## src/rtl/deq_pkg.sv

```systemverilog
package deq_pkg;

   localparam int DEPTH = 16;
   localparam int IDX_W = (DEPTH > 1) ? $clog2(DEPTH) : 1;
   localparam int CNT_W = $clog2(DEPTH + 1);
   localparam int SUM_W = IDX_W + 1;
   localparam int DATA_W = 32;

   typedef enum logic [2:0] {
      OP_PUSH_HEAD = 3'd0,
      OP_PUSH_TAIL = 3'd1,
      OP_POP_HEAD  = 3'd2,
      OP_POP_TAIL  = 3'd3,
      OP_PEEK_HEAD = 3'd4,
      OP_PEEK_TAIL = 3'd5,
      OP_SEARCH    = 3'd6
   } op_type;

   typedef enum logic [1:0] {
      ST_OK    = 2'd0,
      ST_EMPTY = 2'd1,
      ST_FULL  = 2'd2
   } status_type;

   // Slot that lies off positions after head, wrapped into the ring (off < DEPTH).
   function automatic logic [IDX_W-1:0] slot_at(input logic [IDX_W-1:0] head,
                                                input logic [CNT_W-1:0] off);
      logic [SUM_W-1:0] s;
      s = SUM_W'(head) + SUM_W'(off[IDX_W-1:0]);
      if (s >= SUM_W'(DEPTH)) begin
         s = s - SUM_W'(DEPTH);
      end
      return s[IDX_W-1:0];
   endfunction

endpackage

```

## src/rtl/double_ended_queue.sv

```systemverilog
// Bounded double-ended queue of signed 32-bit entries kept in a ring buffer
// of DEPTH slots held in one synchronous RAM.
//
// Request channel: an operation code and a value are taken on the rising edge
// where start is high and busy is low. Operations: push head/tail, pop
// head/tail, peek head/tail, search.
// Response channel: exactly one beat per request, shown for one cycle with
// rsp_valid high; the receiver cannot stall, so the beat must be taken then.
//
// Pushes, pops, rejected operations and a search of an empty queue answer
// in the cycle after acceptance and keep busy low, so one such request may
// enter every cycle. A peek holds busy high while the RAM's registered read
// passes into the response register. A search streams one entry per cycle
// out of the RAM read port while busy is high; it compares from one entry
// up to as many as the queue holds.
//
// Reset (synchronous, active high) empties the queue and returns to idle; the
// RAM contents are not cleared, since only written slots are ever read.
module double_ended_queue
   import deq_pkg::*;
(
   input  logic                     clock,
   input  logic                     reset,
   input  logic                     start,
   output logic                     busy,
   input  logic [2:0]               req_operation,
   input  logic signed [DATA_W-1:0] req_value,
   output logic                     rsp_valid,
   output logic [1:0]               rsp_status,
   output logic signed [DATA_W-1:0] rsp_read_value,
   output logic                     rsp_found
);

   typedef enum logic [2:0] {
      S_IDLE = 3'b001,
      S_PEEK = 3'b010,
      S_SCAN = 3'b100
   } state_type;

   state_type         state_ff, state_in;
   logic [IDX_W-1:0]  head_ff, head_in;
   logic [CNT_W-1:0]  occ_ff, occ_in;
   logic [CNT_W-1:0]  scan_ff, scan_in;
   logic [DATA_W-1:0] val_ff, val_in;

   logic              rsp_valid_ff, rsp_valid_in;
   status_type        rsp_status_ff, rsp_status_in;
   logic [DATA_W-1:0] rsp_value_ff, rsp_value_in;
   logic              rsp_found_ff, rsp_found_in;

   logic              wr_en;
   logic [IDX_W-1:0]  wr_addr;
   logic [IDX_W-1:0]  rd_addr;
   logic [DATA_W-1:0] rd_data;
   logic              full, empty;

   deq_ram #(
      .DATA_W  (DATA_W),
      .ENTRIES (DEPTH),
      .ADDR_W  (IDX_W)
   ) u_ram (
      .clock   (clock),
      .wr_en   (wr_en),
      .wr_addr (wr_addr),
      .wr_data (req_value),
      .rd_addr (rd_addr),
      .rd_data (rd_data)
   );

   assign full  = (occ_ff == CNT_W'(DEPTH));
   assign empty = (occ_ff == '0);

   always_comb begin
      state_in      = state_ff;
      head_in       = head_ff;
      occ_in        = occ_ff;
      scan_in       = scan_ff;
      val_in        = val_ff;
      wr_en         = 1'b0;
      wr_addr       = head_ff;
      rd_addr       = slot_at(head_ff, scan_ff);
      rsp_valid_in  = 1'b0;
      rsp_status_in = ST_OK;
      rsp_value_in  = '0;
      rsp_found_in  = 1'b0;

      case (state_ff)
         S_IDLE: begin
            if (start) begin
               val_in = req_value;
               case (op_type'(req_operation))
                  OP_PUSH_HEAD: begin
                     rsp_valid_in = 1'b1;
                     if (full) begin
                        rsp_status_in = ST_FULL;
                     end else begin
                        head_in = (head_ff == '0) ? IDX_W'(DEPTH - 1) : head_ff - 1'b1;
                        wr_en   = 1'b1;
                        wr_addr = head_in;
                        occ_in  = occ_ff + 1'b1;
                     end
                  end
                  OP_PUSH_TAIL: begin
                     rsp_valid_in = 1'b1;
                     if (full) begin
                        rsp_status_in = ST_FULL;
                     end else begin
                        wr_en   = 1'b1;
                        wr_addr = slot_at(head_ff, occ_ff);
                        occ_in  = occ_ff + 1'b1;
                     end
                  end
                  OP_POP_HEAD: begin
                     rsp_valid_in = 1'b1;
                     if (empty) begin
                        rsp_status_in = ST_EMPTY;
                     end else begin
                        head_in = slot_at(head_ff, CNT_W'(1));
                        occ_in  = occ_ff - 1'b1;
                     end
                  end
                  OP_POP_TAIL: begin
                     rsp_valid_in = 1'b1;
                     if (empty) begin
                        rsp_status_in = ST_EMPTY;
                     end else begin
                        occ_in = occ_ff - 1'b1;
                     end
                  end
                  OP_PEEK_HEAD: begin
                     if (empty) begin
                        rsp_valid_in  = 1'b1;
                        rsp_status_in = ST_EMPTY;
                     end else begin
                        rd_addr  = head_ff;
                        state_in = S_PEEK;
                     end
                  end
                  OP_PEEK_TAIL: begin
                     if (empty) begin
                        rsp_valid_in  = 1'b1;
                        rsp_status_in = ST_EMPTY;
                     end else begin
                        rd_addr  = slot_at(head_ff, occ_ff - 1'b1);
                        state_in = S_PEEK;
                     end
                  end
                  OP_SEARCH: begin
                     if (empty) begin
                        rsp_valid_in = 1'b1;
                     end else begin
                        rd_addr  = head_ff;
                        scan_in  = CNT_W'(1);
                        state_in = S_SCAN;
                     end
                  end
                  default: begin
                     rsp_valid_in = 1'b1;
                  end
               endcase
            end
         end
         S_PEEK: begin
            rsp_valid_in = 1'b1;
            rsp_value_in = rd_data;
            state_in     = S_IDLE;
         end
         S_SCAN: begin
            // rd_data holds the entry at offset scan_ff - 1
            if (rd_data == val_ff) begin
               rsp_valid_in = 1'b1;
               rsp_found_in = 1'b1;
               state_in     = S_IDLE;
            end else if (scan_ff == occ_ff) begin
               rsp_valid_in = 1'b1;
               state_in     = S_IDLE;
            end else begin
               scan_in = scan_ff + 1'b1;
            end
         end
         default: begin
            state_in = S_IDLE;
         end
      endcase
   end

   always_ff @(posedge clock) begin
      if (reset) begin
         state_ff     <= S_IDLE;
         head_ff      <= '0;
         occ_ff       <= '0;
         rsp_valid_ff <= 1'b0;
      end else begin
         state_ff     <= state_in;
         head_ff      <= head_in;
         occ_ff       <= occ_in;
         rsp_valid_ff <= rsp_valid_in;
      end
   end

   always_ff @(posedge clock) begin
      scan_ff       <= scan_in;
      val_ff        <= val_in;
      rsp_status_ff <= rsp_status_in;
      rsp_value_ff  <= rsp_value_in;
      rsp_found_ff  <= rsp_found_in;
   end

   assign busy           = (state_ff != S_IDLE);
   assign rsp_valid      = rsp_valid_ff;
   assign rsp_status     = rsp_status_ff;
   assign rsp_read_value = rsp_value_ff;
   assign rsp_found      = rsp_found_ff;

endmodule

```

## src/rtl/deq_ram.sv

```systemverilog
module deq_ram #(
   parameter int DATA_W  = 32,
   parameter int ENTRIES = 16,
   parameter int ADDR_W  = 4
) (
   input  logic              clock,
   input  logic              wr_en,
   input  logic [ADDR_W-1:0] wr_addr,
   input  logic [DATA_W-1:0] wr_data,
   input  logic [ADDR_W-1:0] rd_addr,
   output logic [DATA_W-1:0] rd_data
);

   logic [DATA_W-1:0] mem [ENTRIES];
   logic [DATA_W-1:0] rd_data_ff;

   always_ff @(posedge clock) begin
      if (wr_en) begin
         mem[wr_addr] <= wr_data;
      end
   end

   always_ff @(posedge clock) begin
      rd_data_ff <= mem[rd_addr];
   end

   assign rd_data = rd_data_ff;

endmodule

```

## config.mk

```make
export PLATFORM = sky130hd
export DESIGN_NAME = double_ended_queue
export DESIGN_NICKNAME = d
export VERILOG_FILES = /design/src/rtl/deq_pkg.sv /design/src/rtl/double_ended_queue.sv /design/src/rtl/deq_ram.sv
export SDC_FILE = /design/constraint.sdc
export NUM_CORES = 1
export LEC_CHECK = 0
export CAP_MARGIN = 20
export CORE_ASPECT_RATIO = 0.9
export CORE_UTILIZATION = 30
export CTS_CLUSTER_DIAMETER = 200
export DETAILED_ROUTE_END_ITERATION = 10
export DONT_BUFFER_PORTS = 1
export SETUP_SLACK_MARGIN = 0.4
export SYNTH_ARGS = -nofsm -noshare
export SYNTH_HDL_FRONTEND = slang
export SYNTH_SLANG_ARGS = --single-unit
```

## constraint.sdc

```tcl
create_clock -name clock -period 5.1 [get_ports clock]
set_input_delay 0.765 -clock clock [delete_from_list [all_inputs] [get_ports clock]]
set_output_delay 0.765 -clock clock [all_outputs]
set_load 0.01 [all_outputs]
```

==> out/results.txt <==
In this run the critical register-to-register path is launched from occ_ff[0]$_SDFFE_PP0P_. Slew at the pin with the worst max-slew slack: 1110 ps. The average wire per standard cell was 25.1 um; the violation count after the first detailed-routing iteration was 2030.

The initial antenna violation count was 2. The tree built by TritonCTS fans out to 629 sinks. The layout has 9168 filler cells. The tools report the net count after synthesis as 2283. The max-slew violation total from the final report was 0; the total power draw was 0.0126 W. The total global routing track utilization is 0.171. The first global-routing pass estimated 130000 um of wire.

The run gives 161 as the pin count of the biggest net entering global routing. In the routed design, unresolved DRC markers number 0. The distinct cell type count of the synthesized netlist is 53. The highest layer touched by signal routing is met5. Dividing total power by cell area gives a power density of 378 mW/mm^2. The post-detailed-route via-to-cell ratio was 5.68; the post-route minimum period was 4300 ps.

Prior to clock tree synthesis, the placed netlist has a worst setup slack of 860 ps. The layout net count was 2207; the number of enable-type register cells in the synthesized netlist was 549. The remaining max-slew budget at the tightest pin came out at 0.262. During placement, the flow inserted port buffers numbering 0.

The first TritonRoute pass finished after 7 iterations. The number of synthesized register bits is 629, and the clock slew seen by the registers of the worst setup and hold paths is 60 ps. Proportion of layout cells with a drive suffix above 1: 0.181.

Setup repair after global routing left no endpoint under its margin. Clock latency on the worst-skew pair, taken at its later pin, is 620 ps. The die covers 0.0996 mm^2. Async set-reset flop share out of synthesis: 0.

The floorplan row count is 108. In the post-synthesis netlist, the biggest area contributors are edfxtp_1 (56%), mux2_2 (6.9%), dfxtp_1 (5.4%). Primary flip-flop cell chosen by synthesis mapping: edfxtp_1.

Compared with the post-synthesis result, the final layout area differs by 13.4%. Portion of the post-synthesis area used by sequential elements: 0.613. The share of the synthesized area in the top cell type works out to 0.559. The run finished with clean final reports. The routed design uses 42500 um of met2 wire.

The tools report the number of buffers inserted by post-CTS setup repair as 0. Setup slack closes at 799 ps. 0 antenna diodes ended up in the layout. The cell area that synthesis handed to floorplanning was 0.0295 mm^2. VDD sags by at most 0.221 mV. For the number of global-route vias before repair, the log shows 20115. Buffers inserted during clock tree synthesis total 70. The required time at the endpoint of the critical path is 5560 ps. The average cell area after synthesis was 13.3 um^2; the I/O pin count was 75. TritonCTS built the clock tree.

Summing all flip-flop and latch instances after layout gives 0.0181 mm^2. Yosys printed 0 warnings. For the internal reg-to-reg setup slack, the log shows 800 ps. Clock skew on the completed layout was measured at 20.7 ps.

For this design the static power due to leakage is 10.7 nW. The detailed-routing wirelength on met1 was 35500 um. Critical setup path kind: reg -> reg.

The logs give 0 for the final-report setup violation count and 0 for the max-cap check violation count. Once detail routing completed, the nets flagged for antenna violations numbered 0. The worst register-to-register path ends at u_ram.rd_data[16]$_DFF_P_. The post-cts resize count was 0. The logs give 0.0969 mm^2 for the area of the core region and 3 for the maximum buffer depth of the clock tree. The post-route clock period utilization works out to 0.843. Startpoint class of the critical path: a flip-flop. Buffer cell driving the clock tree root: clkbuf_16. The final hold violation count is 0, and the peak clock frequency supported by timing is 0.233 GHz.

The run gives 2223 as the number of cells produced by synthesis. The post-synthesis cell type with the largest combined area is edfxtp_1. Summed over all nets, wire length on met3 after detailed routing comes to 6790 um. Measured along the y axis, the die boundary spans 299 um. Along the worst path, the maximum fanout reaches 23. Counting cells, the worst reg-to-reg path comes to 10. The classification of the worst-slack hold path is in -> reg. For the footprint of the multi-input gates, the log shows 0.0108 mm^2.

The total overflow reported by the global router is 0. The hold buffer count at CTS is 0, and the detailed placer's ending HPWL is 48500 um. The logs give 3 for the maximum level of the CTS H-tree and 4760 ps for the worst path arrival time. The critical path ends at u_ram.rd_data[16]$_DFF_P_. The x dimension of the die came out at 333 um. The endpoint type of the worst setup path is a flip-flop. The logs give 0.304 for the starting density of the core and 19709 for the routed via count. The tools report the final estimated routing congestion in global placement as 0.819. For the total detailed-routing wirelength, the log shows 87100 um.

The critical path starts at occ_ff[0]$_SDFFE_PP0P_.
==> worst max-delay path, cell delays in order, from the launching register on <==
cell	delay, ps
dfxtp_1	470
inv_1	170
ha_1	380
fa_1	450
or3b_2	480
a2111oi_2	530
a21o_1	280
nor2_4	220
buf_4	270
a222oi_1	760
mux2i_1	150
==> layer usage <==
layer	global-route usage	vias up
li1	-	8631
met1	0.216	10069
met2	0.288	864
met3	0.0347	139
met4	0.0624	6
met5	0	-
==> layout by cell type, fill, tap and decap left out, types with 19 or more instances in the layout <==
cell type,n
clkbuf_16,73
a31oi_1,101
a21oi_1,19
a222oi_1,32
inv_1,42
mux2i_1,96
and2_1,65
o21a_1,34
nor2b_1,35
nand3_1,73
edfxtp_1,549
nor2_1,22
mux2_2,182
xnor2_1,42
a211oi_1,195
buf_4,50
o21ai_0,105
o22ai_1,34
a22oi_1,66
nor3b_1,96
dfxtp_1,80
==> how the worst min path moves through the flow <==
stage	startpoint	end	slack [ps]	cells after the start
CTS	reset	rsp_valid$_SDFF_PP0_	190	1
global route	reset	head_ff[0]$_SDFFE_PP0P_	210	1
global placement	u_ram.rd_data[23]$_DFF_P_	rsp_read_value[23]$_SDFF_PN0_	530	1
detailed placement	u_ram.rd_data[24]$_DFF_P_	rsp_read_value[24]$_SDFF_PN0_	530	1
finish	reset	rsp_valid$_SDFF_PP0_	220	1
floorplan	u_ram.rd_data[0]$_DFF_P_	rsp_read_value[0]$_SDFF_PN0_	450	1
==> cell usage after synthesis, drive strengths merged, types with 40 or more instances <==
| cell | number |
|---|---|
| xnor2 | 42 |
| a211oi | 203 |
| inv | 43 |
| mux2i | 96 |
| mux2 | 192 |
| dfxtp | 80 |
| nor3b | 97 |
| edfxtp | 549 |
| nand3 | 74 |
| o21ai | 106 |
| a22oi | 66 |
| clkbuf | 165 |
| a31oi | 104 |
| and2 | 65 |
| buf | 40 |
==> where the power goes <==
group / internal, W / switching (W)
logic: 0.000560 / 0.000975
registers: 0.00575 / 0.000228
clock network: 0.00302 / 0.00210
total: 0.00933 / 0.00330
==> stage by stage <==
step | setup TNS (ps) | utilization | instances | cell area (um^2) | hold slack, ps
2_1_floorplan | -31880 | - | 2223 | 29500 | 451
3_3_place_gp | 0 | 0.321 | 3339 | 31100 | 531
3_5_place_dp | 0 | 0.321 | 3339 | 31100 | 526
4_1_cts | 0 | 0.345 | 3469 | 33400 | 193
5_1_grt | 0 | 0.345 | 3470 | 33500 | 205
6_report | 0 | 0.345 | 3470 | 33500 | 223
==> cell type report <==
class                   count  share of cell area
flip-flops and latches    629               0.541
inverters                  43             0.00482
well taps                1265              0.0473
clock buffers              99              0.0597
repair buffers             57              0.0154
clock inverters            31              0.0104
multi-input cells        1346               0.322
==> sequential cells by signal (all words and copies together) (netlist names) <==
register        count
head_ff             4
occ_ff              5
rsp_found           1
rsp_read_value     32
rsp_status          2
rsp_valid           1
scan_ff             5
state_ff            3
u_ram.mem         512
u_ram.rd_data      32
val_ff             32
==> cells by family (layout without fill, tap and decap cells) <==
logic type / Yosys count / in the layout / synth area share
buf+inv: 248 / 230 / 0.0338
compound gates: 616 / 616 / 0.143
xor+xnor: 52 / 52 / 0.0154
flops: 629 / 629 / 0.613
mux: 288 / 288 / 0.107
fa+ha+maj: 22 / 22 / 0.0101
simple gates: 368 / 368 / 0.0769
(Power assumes the default switching activity.)
